File: config.mk
export PLATFORM = sky130hd
export DESIGN_NAME = level_spacing_ratio_mean_core_flat
export DESIGN_NICKNAME = d
export VERILOG_FILES = /design/src/lsrm_pkg.sv /design/src/lsrm_if.sv /design/src/level_spacing_ratio_mean_core.sv /design/src/flat_wrapper.sv
export SDC_FILE = /design/constraint.sdc
export NUM_CORES = 1
export LEC_CHECK = 0
export BUFFER_PORTS_ARGS = -buffer_cell sky130_fd_sc_hd__buf_2
export CAP_MARGIN = 10
export CELL_PAD_IN_SITES_DETAIL_PLACEMENT = 2
export CELL_PAD_IN_SITES_GLOBAL_PLACEMENT = 2
export CORE_ASPECT_RATIO = 0.9
export CORE_MARGIN = 2
export CORE_UTILIZATION = 35
export CTS_CLUSTER_DIAMETER = 150
export DETAILED_ROUTE_END_ITERATION = 10
export PLACE_DENSITY = 0.76
export SLEW_MARGIN = 0
export SYNTH_ARGS = -nofsm -noshare
export SYNTH_HDL_FRONTEND = slang
export SYNTH_SLANG_ARGS = --single-unit
export TNS_END_PERCENT = 100
File: constraint.sdc
create_clock -name clk -period 7.71 [get_ports clk]
set_clock_uncertainty 0.2 [all_clocks]
set_input_delay 0 -clock clk [delete_from_list [all_inputs] [get_ports clk]]
set_output_delay 0 -clock clk [all_outputs]
set_load 0.02 [all_outputs]
File: src/lsrm_pkg.sv
// ----------------------------------------------------------------------------
// lsrm_pkg
// Shared widths, limits and the controller state type for the level spacing
// ratio mean core.
// ----------------------------------------------------------------------------
`default_nettype none

package lsrm_pkg;

  // Largest window, in levels; ratios stop counting at MAX_LEVELS - 2
  localparam int MAX_LEVELS = 65538;
  // Fraction bits of one ratio
  localparam int RATIO_BITS = 16;

  localparam int LEVEL_W   = 32;              // Q16.16 level
  localparam int SPACE_W   = LEVEL_W;         // clamped spacing, never negative
  localparam int QUO_W     = RATIO_BITS + 1;  // ratio and mean both lie in [0, 1]
  localparam int COUNT_W   = 17;
  localparam int SUM_W     = 33;
  localparam int MEAN_W    = 17;
  localparam int STEP_W    = $clog2(QUO_W);
  localparam int MHI_W     = SUM_W - QUO_W;   // mean dividend bits above the quotient

  localparam logic [COUNT_W-1:0] RATIO_CAP = COUNT_W'(MAX_LEVELS - 2);
  localparam logic [QUO_W-1:0]   RATIO_ONE = QUO_W'(1) << RATIO_BITS;
  localparam logic [STEP_W-1:0]  LAST_STEP = STEP_W'(QUO_W - 1);

  typedef enum logic [2:0] {
    S_IDLE,   // waiting for a level
    S_RDIV,   // ratio division, one quotient bit per cycle
    S_RACC,   // add ratio to the running sum
    S_MPREP,  // form rounded mean dividend
    S_MDIV,   // mean division
    S_EMIT    // hand result to the output register
  } lsrm_state_t;

endpackage

`default_nettype wire

File: src/lsrm_if.sv
// ----------------------------------------------------------------------------
// lsrm_if
// Valid/ready channels of the level spacing ratio mean core: one for incoming
// levels, one for window results.
// ----------------------------------------------------------------------------
`default_nettype none

interface lsrm_sample_if;
  import lsrm_pkg::*;
  logic               valid;
  logic               ready;
  logic [LEVEL_W-1:0] level;
  logic               last_sample;

  modport source (output valid, level, last_sample, input ready);
  modport sink   (input valid, level, last_sample, output ready);
endinterface

interface lsrm_stat_if;
  import lsrm_pkg::*;
  logic               valid;
  logic               ready;
  logic [MEAN_W-1:0]  mean_ratio;
  logic [COUNT_W-1:0] ratio_count;
  logic               degenerate_seen;
  logic               order_error;

  modport source (output valid, mean_ratio, ratio_count, degenerate_seen, order_error,
                  input ready);
  modport sink   (input valid, mean_ratio, ratio_count, degenerate_seen, order_error,
                  output ready);
endinterface

`default_nettype wire

File: src/level_spacing_ratio_mean_core.sv
// ----------------------------------------------------------------------------
// level_spacing_ratio_mean_core
// Mean adjacent-gap ratio of a window of ascending Q16.16 energy levels.
// ----------------------------------------------------------------------------
// Takes one level per request. The first two levels of a window prime the
// history; each later level, while the count is below RATIO_CAP, yields
// min/max of the two adjacent spacings as a 17-bit fraction, added to a
// running sum and counted (if both spacings are zero it is only counted
// and flags degenerate). A level marked last_sample closes the window and
// returns the rounded mean, the count and the degenerate and order flags,
// then the window restarts. A ratio runs 17 divider steps before it is
// accumulated; the mean division, skipped when the count is zero, runs
// before the result is offered. Both divisions share one bit-serial
// restoring divider that produces one quotient bit per cycle; it sets the
// rate. A result waiting in the output register does not stop the next
// level from being taken; it stalls only the next window's close.
// ----------------------------------------------------------------------------
`default_nettype none

module level_spacing_ratio_mean_core (
  input  wire logic   clk,
  input  wire logic   rst,
  lsrm_sample_if.sink samples,
  lsrm_stat_if.source stats
);
  import lsrm_pkg::*;

  lsrm_state_t state, state_next;

  // window state
  logic [LEVEL_W-1:0] prev_level;
  logic [SPACE_W-1:0] prev_spacing;
  logic [1:0]         levels_seen;
  logic [SUM_W-1:0]   ratio_sum;
  logic [COUNT_W-1:0] ratios_taken;
  logic               degenerate_flag;
  logic               order_flag;
  logic               last_hold;

  // shared divider
  logic [SPACE_W-1:0] rem;
  logic [QUO_W-1:0]   dlo;
  logic [SPACE_W-1:0] dvs;
  logic [QUO_W-1:0]   quo;
  logic [STEP_W-1:0]  step;

  // output register
  logic               ovalid;
  logic [MEAN_W-1:0]  omean;
  logic [COUNT_W-1:0] ocount;
  logic               odeg;
  logic               oord;

  logic               accept;
  logic [LEVEL_W:0]   diff;
  logic [SPACE_W-1:0] sp;
  logic               sp_lt;
  logic [SPACE_W-1:0] lo;
  logic [SPACE_W-1:0] hi;
  logic               take;
  logic               hi_zero;
  logic               load_ratio;
  logic               load_mean;
  logic               dividing;
  logic [SPACE_W:0]   trial;
  logic [SPACE_W:0]   trial_sub;
  logic               qbit;
  logic [SUM_W-1:0]   mean_dvd;
  logic               emit_go;

  assign samples.ready = (state == S_IDLE);
  assign accept        = samples.valid && samples.ready;

  // New spacing, clamped at zero when levels step down
  assign diff  = {samples.level[LEVEL_W-1], samples.level} - {prev_level[LEVEL_W-1], prev_level};
  assign sp    = diff[LEVEL_W] ? '0 : diff[SPACE_W-1:0];
  assign sp_lt = sp < prev_spacing;
  assign lo    = sp_lt ? sp : prev_spacing;
  assign hi    = sp_lt ? prev_spacing : sp;
  assign hi_zero = (hi == '0);
  assign take  = (levels_seen == 2'd2) && (ratios_taken < RATIO_CAP);

  assign load_ratio = accept && take && !hi_zero;
  assign load_mean  = (state == S_MPREP) && (ratios_taken != '0);
  assign dividing   = (state == S_RDIV) || (state == S_MDIV);

  // One restoring step: shift in the next dividend bit, subtract if it fits
  assign trial     = {rem, dlo[QUO_W-1]};
  assign trial_sub = trial - {1'b0, dvs};
  assign qbit      = !trial_sub[SPACE_W];

  // Mean rounded half up: (sum + count/2) / count
  assign mean_dvd = ratio_sum + SUM_W'(ratios_taken >> 1);

  assign emit_go = (state == S_EMIT) && (!ovalid || stats.ready);

  // Next state
  always_comb begin
    state_next = state;
    unique case (state)
      S_IDLE: begin
        if (accept) begin
          if (take && !hi_zero)          state_next = S_RDIV;
          else if (samples.last_sample)  state_next = S_MPREP;
        end
      end
      S_RDIV:  if (step == LAST_STEP) state_next = S_RACC;
      S_RACC:  state_next = last_hold ? S_MPREP : S_IDLE;
      S_MPREP: state_next = (ratios_taken == '0) ? S_EMIT : S_MDIV;
      S_MDIV:  if (step == LAST_STEP) state_next = S_EMIT;
      S_EMIT:  if (emit_go) state_next = S_IDLE;
      default: state_next = S_IDLE;
    endcase
  end

  // Controller and window state
  always_ff @(posedge clk) begin
    if (rst) begin
      state           <= S_IDLE;
      prev_level      <= '0;
      prev_spacing    <= '0;
      levels_seen     <= '0;
      ratio_sum       <= '0;
      ratios_taken    <= '0;
      degenerate_flag <= 1'b0;
      order_flag      <= 1'b0;
      last_hold       <= 1'b0;
      step            <= '0;
    end else begin
      state <= state_next;
      if (accept) begin
        prev_level <= samples.level;
        last_hold  <= samples.last_sample;
        if (levels_seen != 2'd2) levels_seen <= levels_seen + 2'd1;
        if (levels_seen != 2'd0) begin
          prev_spacing <= sp;
          if (diff[LEVEL_W]) order_flag <= 1'b1;
        end
        if (take) begin
          ratios_taken <= ratios_taken + COUNT_W'(1);
          if (hi_zero) degenerate_flag <= 1'b1;
        end
      end
      if (load_ratio || load_mean) step <= '0;
      else if (dividing)           step <= step + STEP_W'(1);
      if (state == S_RACC) ratio_sum <= ratio_sum + SUM_W'(quo);
      // window restarts once the result is handed over
      if (emit_go) begin
        prev_level      <= '0;
        prev_spacing    <= '0;
        levels_seen     <= '0;
        ratio_sum       <= '0;
        ratios_taken    <= '0;
        degenerate_flag <= 1'b0;
        order_flag      <= 1'b0;
      end
    end
  end

  // Divider datapath
  always_ff @(posedge clk) begin
    if (load_ratio) begin
      // dividend is lo << RATIO_BITS; its bits above the quotient are lo >> 1
      rem <= lo >> 1;
      dlo <= {lo[0], RATIO_BITS'(0)};
      dvs <= hi;
    end else if (load_mean) begin
      rem <= SPACE_W'(mean_dvd[SUM_W-1 -: MHI_W]);
      dlo <= mean_dvd[QUO_W-1:0];
      dvs <= SPACE_W'(ratios_taken);
    end else if (dividing) begin
      rem <= qbit ? trial_sub[SPACE_W-1:0] : trial[SPACE_W-1:0];
      dlo <= dlo << 1;
      quo <= {quo[QUO_W-2:0], qbit};
    end
    if ((state == S_MPREP) && (ratios_taken == '0)) quo <= '0;
  end

  // Output register
  always_ff @(posedge clk) begin
    if (rst) begin
      ovalid <= 1'b0;
    end else if (emit_go) begin
      ovalid <= 1'b1;
    end else if (stats.ready) begin
      ovalid <= 1'b0;
    end
  end

  always_ff @(posedge clk) begin
    if (emit_go) begin
      omean  <= quo;
      ocount <= ratios_taken;
      odeg   <= degenerate_flag;
      oord   <= order_flag;
    end
  end

  assign stats.valid           = ovalid;
  assign stats.mean_ratio      = omean;
  assign stats.ratio_count     = ocount;
  assign stats.degenerate_seen = odeg;
  assign stats.order_error     = oord;

  // Partial remainder stays below the divisor through every step
  a_rem_below_divisor: assert property (@(posedge clk) disable iff (rst)
    ((state == S_RDIV) || (state == S_MDIV)) |-> (rem < dvs))
    else $error("divider remainder not below divisor");

  // A finished ratio never exceeds one
  a_ratio_range: assert property (@(posedge clk) disable iff (rst)
    (state == S_RACC) |-> (quo <= RATIO_ONE))
    else $error("ratio above one");

  // Count never passes the cap
  a_count_cap: assert property (@(posedge clk) disable iff (rst)
    ratios_taken <= RATIO_CAP)
    else $error("ratio count above cap");

  // Handing over a result empties the window
  a_window_clear: assert property (@(posedge clk) disable iff (rst)
    emit_go |=> ((levels_seen == 2'd0) && (ratios_taken == '0) && ovalid))
    else $error("window not cleared after result");

endmodule

`default_nettype wire
File: src/flat_wrapper.sv
// flat-port wrapper written by rule: the top's interface ports become plain ports
module level_spacing_ratio_mean_core_flat import lsrm_pkg::*;
  (clk, rst, samples_valid, samples_level, samples_last_sample, samples_ready, stats_valid, stats_mean_ratio, stats_ratio_count, stats_degenerate_seen, stats_order_error, stats_ready);
  lsrm_sample_if samples_i ();
  lsrm_stat_if stats_i ();
  input  wire logic clk;
  input  wire logic rst;
  input wire logic [$bits(samples_i.valid)-1:0] samples_valid;
  input wire logic [$bits(samples_i.level)-1:0] samples_level;
  input wire logic [$bits(samples_i.last_sample)-1:0] samples_last_sample;
  output wire logic [$bits(samples_i.ready)-1:0] samples_ready;
  output wire logic [$bits(stats_i.valid)-1:0] stats_valid;
  output wire logic [$bits(stats_i.mean_ratio)-1:0] stats_mean_ratio;
  output wire logic [$bits(stats_i.ratio_count)-1:0] stats_ratio_count;
  output wire logic [$bits(stats_i.degenerate_seen)-1:0] stats_degenerate_seen;
  output wire logic [$bits(stats_i.order_error)-1:0] stats_order_error;
  input wire logic [$bits(stats_i.ready)-1:0] stats_ready;
  assign samples_i.valid = samples_valid;
  assign samples_i.level = samples_level;
  assign samples_i.last_sample = samples_last_sample;
  assign samples_ready = samples_i.ready;
  assign stats_valid = stats_i.valid;
  assign stats_mean_ratio = stats_i.mean_ratio;
  assign stats_ratio_count = stats_i.ratio_count;
  assign stats_degenerate_seen = stats_i.degenerate_seen;
  assign stats_order_error = stats_i.order_error;
  assign stats_i.ready = stats_ready;
  level_spacing_ratio_mean_core u_core (.clk(clk), .rst(rst), .samples(samples_i), .stats(stats_i));
endmodule
==> metrics <==
post-synth cell types=88; First-pass DRT Iterations=5; GRT Residual Overflow=0; GPL Wtd Cong=0.861; clk sinks=262; yosys warns=0; largest cells by area after synthesis=dfxtp_1 (18%), edfxtp_1 (17%), ha_1 (9.4%); Tcrit/Tclk final=93.3%; initial antenna violation count=1; CP Max Fanout=17; Achievable Freq=0.139 GHz; Slew @ Worst Pin=1.15 ns; DRC violations left=0; Die ar.=53000 µm²; largest net degree at the start of global routing=98; commonest cells in the netlist=nand2_1 (301), a21oi_1 (234), dfxtp_1 (162); crit path kind=flip-flop to flip-flop; Arrival @ worst endpoint=7.37 ns; leak pwr=8.08 nW; Worst IR Drop VDD=0.000354 V; Die Wd=242 µm; Worst Setup Start Kind=flip-flop; PD cells=389 nW/µm²; number of global-route vias before repair=18300; 1st-iter DRT viols=903; RSZ-0062 raised after global routing=false; Root Driver=clkbuf_16; Multi-input gate area=10800 µm²; HPWL after DPL=45600 µm; minimum clock period=7.20 ns; final wirelength=65000 µm; crit end category=flip-flop; fin util=41.5%; Slew Limit Fails=0; Synth async-reset ratio=0%; Area Growth Syn to Fin=17.0%; hold crit path type=input pin to flip-flop; CTS Buf Count=34; Fillers=5648; CTS tree=done; worst path required time=7.88 ns; Fin. Hold Viols=0; Worst R2R Path Depth=25; Mapped Avg Cell Area=8.40 µm²; post-synthesis sequential area ratio=34.9%; I/O pin cnt=75; outcome=finished, final reports clean; setup ws final=0.513 ns; Via density=5.59; final setup violation count=0; Cells after Synth=2131; CTS clk-pin slew, worst paths=0.06 ns; top_reg_cell synth=dfxtp_1; first-pass GRT wire length=103000 µm; share of layout cells above drive strength 1=9.90%; Total GRT Usage=24.3%; Synthesized Nets=2306; setup slack at placement=0.295 ns; placed cells=2811; H-tree lvl count=2; Port Buf Inserts=74; nets@finish=2433; cell taking the most area after synthesis=dfxtp_1; Post-synth EDFFs=100; routed wire length per instance=22.0 µm; Max Cap Violations=0; Clock Latency Late Sink=0.56 ns; core area=50500 µm²; DIE HEIGHT=219 µm; # rows=78; share of the synthesized area in the top cell type=18.1%; DR vias=16600; Seq cells post-synth=262; ant diodes=0; worst-case clock buffer depth=3; Initial Utilization=35.5%; post-route ant nets=0; most common cell in the netlist=nand2_1; Final Instance Count excl. Fillers=2962; Hold Path Depth=3; max_slew headroom=22.5%; Storage cell area=6250 µm²; mapped cell area=17900 µm²
[stage by stage]
stage	power, mW	area [µm²]	hold slack [ns]	TNS (ns)
6_report	8.16	21000	0.173	0
5_1_grt	8.73	21000	0.190	0
4_1_cts	8.08	20900	0.157	0
3_5_place_dp	6.30	18900	0.0704	0
3_3_place_gp	6.07	18900	0.0576	0
2_1_floorplan	5.05	17900	-0.0640	-20.67
[timing repair]
| item | CTS | global route |
|---|---|---|
| endpoints found under the hold margin | 45 | 0 |
| gates resized for setup | 0 | 5 |
| hold buffers | 89 | 0 |
| setup buffers | 0 | 0 |
| endpoints found under the setup margin | 0 | 118 |
[layout by cell type, fill, tap and decap left out, types with 21 or more instances in the layout]
master and n:
nand2_1 301, a21oi_1 234, dfxtp_1 162, nor2_1 160, inv_1 139, ha_1 134, edfxtp_1 100, o21ai_0 92
dlygate4sd3_1 89, buf_2 74, xnor2_1 65, mux2i_1 54, nand3_1 47, nor3_1 46, xor2_1 46, clkbuf_16 35
a21o_1 32, nand4_1 27, nor2b_1 27, buf_4 25, or3_1 23, o211ai_1 22, a211oi_1 21
[sequential cells by signal, indices dropped and copies added (netlist names), 32 cells and up]
name,flops
u_core.prev_level,32
u_core.dvs,32
u_core.ratio_sum,33
u_core.rem,32
u_core.prev_spacing,32
[metal layers]
layer / global-route usage, % / share of wire [%] / up-vias
li1: - / - / 7832
met1: 31.9 / 47 / 8381
met2: 41.5 / 48 / 252
met3: 2.90 / 3.0 / 91
met4: 7.84 / 2.6 / 0
met5: 0 / 0 / -
[worst paths after layout]
kind                                                 end  slack [ns]                 start
worst max-delay path                      u_core.rem[28]        0.51  u_core.prev_level[0]
worst min-delay path                     u_core.state[2]        0.17                   rst
worst max register to register            u_core.rem[28]        0.51  u_core.prev_level[0]
worst min register to register  u_core.stats.order_error        0.24     u_core.order_flag
[final cells by class]
cell class / count / area share (%)
inverters: 139 / 2.49
flip-flops and latches: 262 / 29.8
clock inverters: 13 / 0.567
multi-input cells: 1630 / 51.3
well taps: 680 / 4.06
clock buffers: 47 / 4.59
repair buffers: 191 / 7.15
[power breakdown]
part	internal [mW]	total, mW	switching, mW
sequential	1.81	2.02	0.213
combinational	1.68	4.54	2.87
clock	0.939	1.60	0.658
[worst max-delay path, stage by stage (launching register included)]
cell,delay [ns]
dfxtp_1,0.33
ha_1,0.17
inv_1,0.06
fa_1,0.43
a211oi_1,0.41
o21ai_1,0.30
nand4_1,0.24
nand4_1,0.12
a31oi_2,0.22
o21ai_1,0.15
a221oi_1,0.37
xor2_1,0.38
nor2_1,0.14
ha_1,0.34
and3_1,0.19
nand4_1,0.13
or3_1,0.43
nor3_1,0.28
a21oi_1,0.10
and4_1,0.21
o21a_4,0.13
and2_1,0.18
a311oi_4,0.42
o21a_4,0.45
buf_4,0.33
mux2i_1,0.26
[cells by family (layout without fill, tap and decap cells)]
| group | count (synthesis) | in the layout | share of synthesized area [%] |
|---|---|---|---|
| AND/OR/NAND/NOR | 737 | 737 | 19.2 |
| XOR/XNOR | 113 | 113 | 5.63 |
| multiplexers | 84 | 84 | 5.20 |
| flip-flops | 262 | 262 | 34.9 |
| AO/OA/AOI/OAI | 557 | 558 | 19.7 |
| adder cells (fa/ha/maj) | 138 | 138 | 9.81 |
| buffers and inverters | 240 | 390 | 5.60 |
Note: power is estimated with default switching activity, not from simulation.
